--- src/rtl/cpps_pkg.sv ---
// cpps_pkg: shared widths, constants and types for the complex power peak search
// used by cpps_power, cpps_accum and complex_power_peak_search_core
package cpps_pkg;

   // sample and power widths
   localparam int unsigned SAMPLE_W = 16;
   localparam int unsigned POWER_W  = 32;
   localparam int unsigned PACKED_W = 31;
   localparam int unsigned INDEX_W  = 11;

   // samples per block and the counter that spans one block
   localparam int unsigned BLOCK_LEN = 2048;
   localparam int unsigned COUNT_W   = $clog2(BLOCK_LEN);
   localparam logic [COUNT_W-1:0] COUNT_LAST = COUNT_W'(BLOCK_LEN - 1);

   // arithmetic shift applied to each power before it is summed
   localparam int unsigned SUM_SHIFT = 8;

   typedef logic signed [SAMPLE_W-1:0] sample_type;
   typedef logic [POWER_W-1:0]         power_type;

   // status from the accumulator back to the pipeline control
   typedef struct packed {
      logic hold;        // end-of-block transaction blocked by a waiting result
   } accum_status_type;

endpackage

--- src/rtl/cpps_power.sv ---
// cpps_power: input register, squaring multipliers and power adder, three stages
// depends on cpps_pkg
module cpps_power
   import cpps_pkg::*;
(
   input  logic       clock,
   input  logic       reset,
   input  logic       advance,
   input  logic       in_valid,
   input  sample_type in_i,
   input  sample_type in_q,
   output logic       pw_valid,
   output power_type  pw
);

   logic       a_valid_ff, a_valid_in;
   sample_type a_i_ff, a_q_ff;
   logic       b_valid_ff, b_valid_in;
   power_type  b_pi_ff, b_pq_ff;
   logic       c_valid_ff, c_valid_in;
   power_type  c_pw_ff;
   logic signed [2*SAMPLE_W-1:0] prod_i, prod_q;

   // stage valids move only when the pipeline advances
   assign a_valid_in = advance ? in_valid   : a_valid_ff;
   assign b_valid_in = advance ? a_valid_ff : b_valid_ff;
   assign c_valid_in = advance ? b_valid_ff : c_valid_ff;

   // squares of the registered sample
   assign prod_i = a_i_ff * a_i_ff;
   assign prod_q = a_q_ff * a_q_ff;

   always_ff @(posedge clock) begin
      if (reset) begin
         a_valid_ff <= 1'b0;
         b_valid_ff <= 1'b0;
         c_valid_ff <= 1'b0;
      end else begin
         a_valid_ff <= a_valid_in;
         b_valid_ff <= b_valid_in;
         c_valid_ff <= c_valid_in;
      end
   end

   // payload stages, no reset
   always_ff @(posedge clock) begin
      if (advance) begin
         a_i_ff  <= in_i;
         a_q_ff  <= in_q;
         b_pi_ff <= power_type'(prod_i);
         b_pq_ff <= power_type'(prod_q);
         c_pw_ff <= b_pi_ff + b_pq_ff;
      end
   end

   assign pw_valid = c_valid_ff;
   assign pw       = c_pw_ff;

endmodule

--- src/rtl/cpps_accum.sv ---
// cpps_accum: block counter, running peak, running sum and the result register
// depends on cpps_pkg
module cpps_accum
   import cpps_pkg::*;
(
   input  logic                    clock,
   input  logic                    reset,
   input  logic                    advance,
   input  logic                    pw_valid,
   input  power_type               pw,
   output accum_status_type        status,
   output logic                    rsp_valid,
   input  logic                    rsp_ready,
   output logic [PACKED_W-1:0]     rsp_peak_packed,
   output logic [INDEX_W-1:0]      rsp_peak_index,
   output logic signed [POWER_W-1:0] rsp_power_sum
);

   logic [COUNT_W-1:0] count_ff, count_in;
   power_type          peak_ff, peak_in;
   power_type          sum_ff, sum_in;
   logic               out_valid_ff, out_valid_in;
   logic [PACKED_W-1:0] out_packed_ff;
   logic [INDEX_W-1:0]  out_index_ff;
   power_type           out_sum_ff;

   logic        take, last, load;
   logic [31:0] count_ext;
   power_type   packed_word, peak_next, sum_next, pw_shift;

   // a transaction reaches the accumulator when the pipeline advances
   assign take = advance && pw_valid;
   assign last = (count_ff == COUNT_LAST);
   assign load = take && last;

   // end of block cannot land while the result register is still full
   assign status.hold = pw_valid && last && out_valid_ff && !rsp_ready;

   // pack truncated power with the sample index
   assign count_ext   = 32'(count_ff);
   assign packed_word = {pw[POWER_W-1:INDEX_W], count_ext[INDEX_W-1:0]};
   assign pw_shift    = power_type'($signed(pw) >>> SUM_SHIFT);

   // signed maximum, later sample wins a tie
   assign peak_next = ($signed(packed_word) >= $signed(peak_ff)) ? packed_word : peak_ff;
   assign sum_next  = sum_ff + pw_shift;

   always_comb begin
      count_in = count_ff;
      peak_in  = peak_ff;
      sum_in   = sum_ff;
      if (take) begin
         if (last) begin
            count_in = '0;
            peak_in  = '0;
            sum_in   = '0;
         end else begin
            count_in = count_ff + 1'b1;
            peak_in  = peak_next;
            sum_in   = sum_next;
         end
      end
   end

   assign out_valid_in = load || (out_valid_ff && !rsp_ready);

   always_ff @(posedge clock) begin
      if (reset) begin
         count_ff     <= '0;
         peak_ff      <= '0;
         sum_ff       <= '0;
         out_valid_ff <= 1'b0;
      end else begin
         count_ff     <= count_in;
         peak_ff      <= peak_in;
         sum_ff       <= sum_in;
         out_valid_ff <= out_valid_in;
      end
   end

   // result register
   always_ff @(posedge clock) begin
      if (load) begin
         out_packed_ff <= peak_next[PACKED_W-1:0];
         out_index_ff  <= peak_next[INDEX_W-1:0];
         out_sum_ff    <= sum_next;
      end
   end

   assign rsp_valid       = out_valid_ff;
   assign rsp_peak_packed = out_packed_ff;
   assign rsp_peak_index  = out_index_ff;
   assign rsp_power_sum   = $signed(out_sum_ff);

endmodule

--- src/rtl/complex_power_peak_search_core.sv ---
// complex_power_peak_search_core: top level of the complex power peak search
// depends on cpps_pkg, cpps_power and cpps_accum
//
// usage
// - req channel: one signed I/Q sample per transaction (req_sample_i, req_sample_q),
//   valid/ready handshake
// - rsp channel: one result per BLOCK_LEN samples: packed peak (truncated power with
//   the sample index in its low 11 bits), the peak index and the wrapping sum of
//   power shifted right by 8
// - throughput: one sample per cycle unless req is stalled, set by the three-stage
//   power pipeline (input register, squaring multipliers, power adder) feeding the
//   accumulator
// - result path: power stages, then the accumulator's result register drives rsp
// - reset: synchronous, clears the pipeline valids, the counter, peak and sum and the
//   result valid; samples are taken in the cycle after reset
// - receiver stall: a waiting result stays on rsp until taken; samples keep flowing
//   until the last sample of the next block reaches the accumulator, then the whole
//   pipeline and req stall until the old result is taken
module complex_power_peak_search_core
   import cpps_pkg::*;
(
   input  logic                      clock,
   input  logic                      reset,
   input  logic                      req_valid,
   output logic                      req_ready,
   input  logic signed [SAMPLE_W-1:0] req_sample_i,
   input  logic signed [SAMPLE_W-1:0] req_sample_q,
   output logic                      rsp_valid,
   input  logic                      rsp_ready,
   output logic [PACKED_W-1:0]       rsp_peak_packed,
   output logic [INDEX_W-1:0]        rsp_peak_index,
   output logic signed [POWER_W-1:0] rsp_power_sum
);

   logic             advance;
   logic             pw_valid;
   power_type        pw;
   accum_status_type status;

   // the whole pipeline moves unless the end of block is blocked
   assign advance   = !status.hold;
   assign req_ready = advance;

   cpps_power u_power (
      .clock    (clock),
      .reset    (reset),
      .advance  (advance),
      .in_valid (req_valid),
      .in_i     (req_sample_i),
      .in_q     (req_sample_q),
      .pw_valid (pw_valid),
      .pw       (pw)
   );

   cpps_accum u_accum (
      .clock           (clock),
      .reset           (reset),
      .advance         (advance),
      .pw_valid        (pw_valid),
      .pw              (pw),
      .status          (status),
      .rsp_valid       (rsp_valid),
      .rsp_ready       (rsp_ready),
      .rsp_peak_packed (rsp_peak_packed),
      .rsp_peak_index  (rsp_peak_index),
      .rsp_power_sum   (rsp_power_sum)
   );

endmodule

--- config.mk ---
export PLATFORM = sky130hd
export DESIGN_NAME = complex_power_peak_search_core
export DESIGN_NICKNAME = d
export VERILOG_FILES = /design/src/rtl/cpps_pkg.sv /design/src/rtl/cpps_power.sv /design/src/rtl/cpps_accum.sv /design/src/rtl/complex_power_peak_search_core.sv
export SDC_FILE = /design/constraint.sdc
export NUM_CORES = 2
export LEC_CHECK = 0
export BUFFER_PORTS_ARGS = -buffer_cell sky130_fd_sc_hd__buf_2
export CAP_MARGIN = 20
export CORE_UTILIZATION = 47
export CTS_CLUSTER_DIAMETER = 120
export CTS_CLUSTER_SIZE = 20
export DETAILED_ROUTE_END_ITERATION = 7
export MAX_ROUTING_LAYER = met4
export PLACE_DENSITY_LB_ADDON = 0.08
export RECOVER_POWER = 50
export SLEW_MARGIN = 20
export SYNTH_ARGS = -nofsm -noshare
export SYNTH_HDL_FRONTEND = slang
export SYNTH_SLANG_ARGS = --single-unit
--- constraint.sdc ---
create_clock -name clock -period 16.9 [get_ports clock]
set_input_delay 0.845 -clock clock [delete_from_list [all_inputs] [get_ports clock]]
set_output_delay 0.845 -clock clock [all_outputs]
set_load 0.02 [all_outputs]
==> impl_metrics.json <==
{
  "portBuffers": 111,
  "gp_congestion": 1.001,
  "rows": 91,
  "finalWirelength_um": 62370,
  "grt_overflow": 0,
  "path_clk_slew_ns": 0.10,
  "drc": 0,
  "avgSynthCellArea_um2": 10.08,
  "synth_top_area_frac": 0.3177,
  "slowest_stage": "fa_1",
  "fin_tns_setup_ns": 0,
  "max_slew_margin": -0.7840,
  "cp.arrival_ns": 7.73,
  "place_inst": 3803,
  "ys_seq_elements": 258,
  "cts_tree": "yes",
  "stdcell_count": 3834,
  "yosys-top-cells-area": "fa_1 32%, edfxtp_1 18%, ha_1 11%",
  "status": "finished with violations",
  "min_path_type": "in -> reg",
  "die-area_um2": 63890,
  "die_w_um": 252.8,
  "finalHoldViolCount": 0,
  "grt_start_max_net_pins": 65,
  "clk-insertion-delay-late_ns": 0.55,
  "synth-edff-count": 179,
  "crit_type": "reg -> reg",
  "clock_skew_ns": 0.03226,
  "worstPathMaxFanout": 19,
  "crit_buf_inv": 3,
  "fp.dieH_um": 252.8,
  "num_antenna_cells": 0,
  "cts_sinks": 258,
  "violations": "max-capacitance violations, max-slew violations",
  "detail-route-antenna-nets": 0,
  "fillers": 5797,
  "synthDistinctLibCells": 74,
  "syn_to_final_growth_pct": 5.796,
  "vias": 19618,
  "drt_first_pass_iters": 5,
  "viasPerCell": 5.117,
  "cp_cell_sequence": "inv_1 > nor2_1 > fa_1 > fa_1 > fa_1 > fa_1 > fa_1 > inv_1 > fa_1 > inv_1 > ha_1 > a21o_1 > a21oi_1 > o21ai_0 > a2111oi_0 > o31ai_1 > a21oi_1 > xnor2_1",
  "crit_family": "adder cells",
  "synth_top_cell_by_area": "fa_1",
  "drt_iter0_markers": 850,
  "initial_core_util": 0.4771,
  "cpMostUsedCell": "fa_1",
  "cp-end-kind": "flip-flop",
  "cts-buffers-inserted": 18,
  "post-route-min-period_ns": 7.415,
  "wl_per_cell_um": 16.27,
  "grt_pass1_vias": 20983,
  "finalInstanceArea_um2": 31270,
  "synthArstFlopShare": 0,
  "worst_pin_slew_ns": 2.676,
  "yosysWarnings": 0,
  "grt_use_total": 0.2109,
  "placed_area_um2": 30850,
  "rsz0062_at_grt": "false",
  "ioPinCount": 112,
  "critPathRequiredTime_ns": 17.21,
  "syn_nets": 3704,
  "h-tree-depth": 1,
  "postLayoutCoreUtil": 0.5048,
  "setup_viol": 0,
  "start_kind": "flip-flop",
  "crit_path_max_incr_delay_ns": 0.89,
  "synth_cells": 2931,
  "grt_first_pass_wirelength_um": 104400,
  "postCtsHoldBufs": 0,
  "cap_violations": 1,
  "max_freq_mhz": 134.9,
  "coreArea_um2": 61940,
  "synth_flop_cell": "edfxtp_1",
  "antenna_found_initial": 0,
  "cts_setup_buffers": 0,
  "final_nets": 3759,
  "root_buffer": "clkbuf_16",
  "ys_seq_area_frac": 0.2354,
  "slew_violations": 51,
  "cts_buffer_depth": 3,
  "period_share": 0.4388,
  "place_hpwl_um": 50730,
  "netlist_area_um2": 29550,
  "cts_resized": 0,
  "drive_gt1_frac": 0.03136
}
[worst paths after layout]
check	start	endpoint	slack (ns)	cells after the start
hold / removal	req_sample_i[0]	u_power.a_i_ff[0]$_DFFE_PN_	0.47	1
setup reg to reg	u_power.a_i_ff[15]$_DFFE_PN_	u_power.b_pi_ff[30]$_DFFE_PN_	9.48	18
hold reg to reg	u_power.b_valid_ff$_SDFFE_PP0N_	u_power.pw_valid$_SDFFE_PP0N_	0.47	2
setup / recovery	u_power.a_i_ff[15]$_DFFE_PN_	u_power.b_pi_ff[30]$_DFFE_PN_	9.48	18
[flip-flops by register name, summed over array words and instances, names as in the netlist]
signal	flops
u_accum.rsp_peak_packed	21
u_accum.count_ff	11
u_power.b_pq_ff	30
u_power.a_i_ff	16
u_accum.rsp_power_sum	32
u_power.pw_valid	1
u_power.b_pi_ff	30
u_power.a_q_ff	16
u_power.b_valid_ff	1
u_accum.rsp_valid	1
u_power.a_valid_ff	1
u_accum.peak_ff	32
u_accum.rsp_peak_index	10
u_accum.sum_ff	32
u_power.pw	24
[cells by family after synthesis]
group                      after synthesis  synth area share
AOI/OAI and AO/OA                      417           0.09581
xor gates and xnor gates               131           0.03882
adders and majority gates              737            0.4312
buffers and inverters                  782            0.1027
DFF                                    258            0.2354
muxes                                    5          0.001736
and+or+nand+nor                        601           0.09441
[stage by stage]
| step | hold slack [ns] | setup slack [ns] |
|---|---|---|
| 6_report | 0.4656 | 9.485 |
| 5_1_grt | 0.4508 | 9.054 |
| 4_1_cts | 0.4356 | 9.553 |
| 3_5_place_dp | 0.4543 | 9.565 |
| 3_3_place_gp | 0.4485 | 9.729 |
| 2_1_floorplan | 0.4321 | 10.55 |
[placed cells by master (no fill, tap or decap), drive strengths merged, types with 5 or more instances in the layout]
cell type,Yosys,routed
nand3,27,27
a22o,47,47
o31ai,8,8
nand2,223,223
nand4,18,18
xnor2,92,92
inv,694,696
fa,469,469
and3,12,12
a21oi,100,100
nor3,19,19
buf,26,45
nor4,5,5
o21ai,81,81
nor2,151,151
and2,86,86
a21o,46,46
xor2,39,39
a211oi,16,16
a22oi,18,18
or2,7,7
o21bai,8,8
nor2b,21,21
ha,268,268
edfxtp,179,179
o21a,30,30
dfxtp,79,79
a31o,11,11
a21boi,6,6
clkbuf,62,103
a31oi,8,8
nand2b,18,18
[cell usage after synthesis, drive strengths merged, types with 19 or more instances]
library cell and instances:
inv 694, fa 469, ha 268, nand2 223, edfxtp 179, nor2 151, a21oi 100, xnor2 92
and2 86, o21ai 81, dfxtp 79, clkbuf 62, a22o 47, a21o 46, xor2 39, o21a 30
nand3 27, buf 26, nor2b 21, nor3 19
[layout make-up]
| type | instances | area (µm²) | area share |
|---|---|---|---|
| sequential | 258 | 6957 | 0.2225 |
| tap | 837 | 1047 | 0.03349 |
| inverter | 694 | 2605 | 0.08332 |
| clock inverter | 6 | 52.55 | 0.001681 |
| timing repair buffer | 123 | 540.5 | 0.01729 |
| multi-input combinational | 1891 | 19560 | 0.6255 |
| clock buffer | 25 | 508.0 | 0.01625 |
[metal layers]
layer,wire length [µm],vias up,share of wire,global-route usage
li1,-,9379,-,-
met1,27120,9827,0.43,0.2672
met2,32070,340,0.51,0.3699
met3,2076,72,0.033,0.01524
met4,1102,0,0.018,0.04571
met5,0,-,0,-
Power is not shown: default switching activity piles up to over one toggle a cycle in this logic, so the estimate is an artifact.
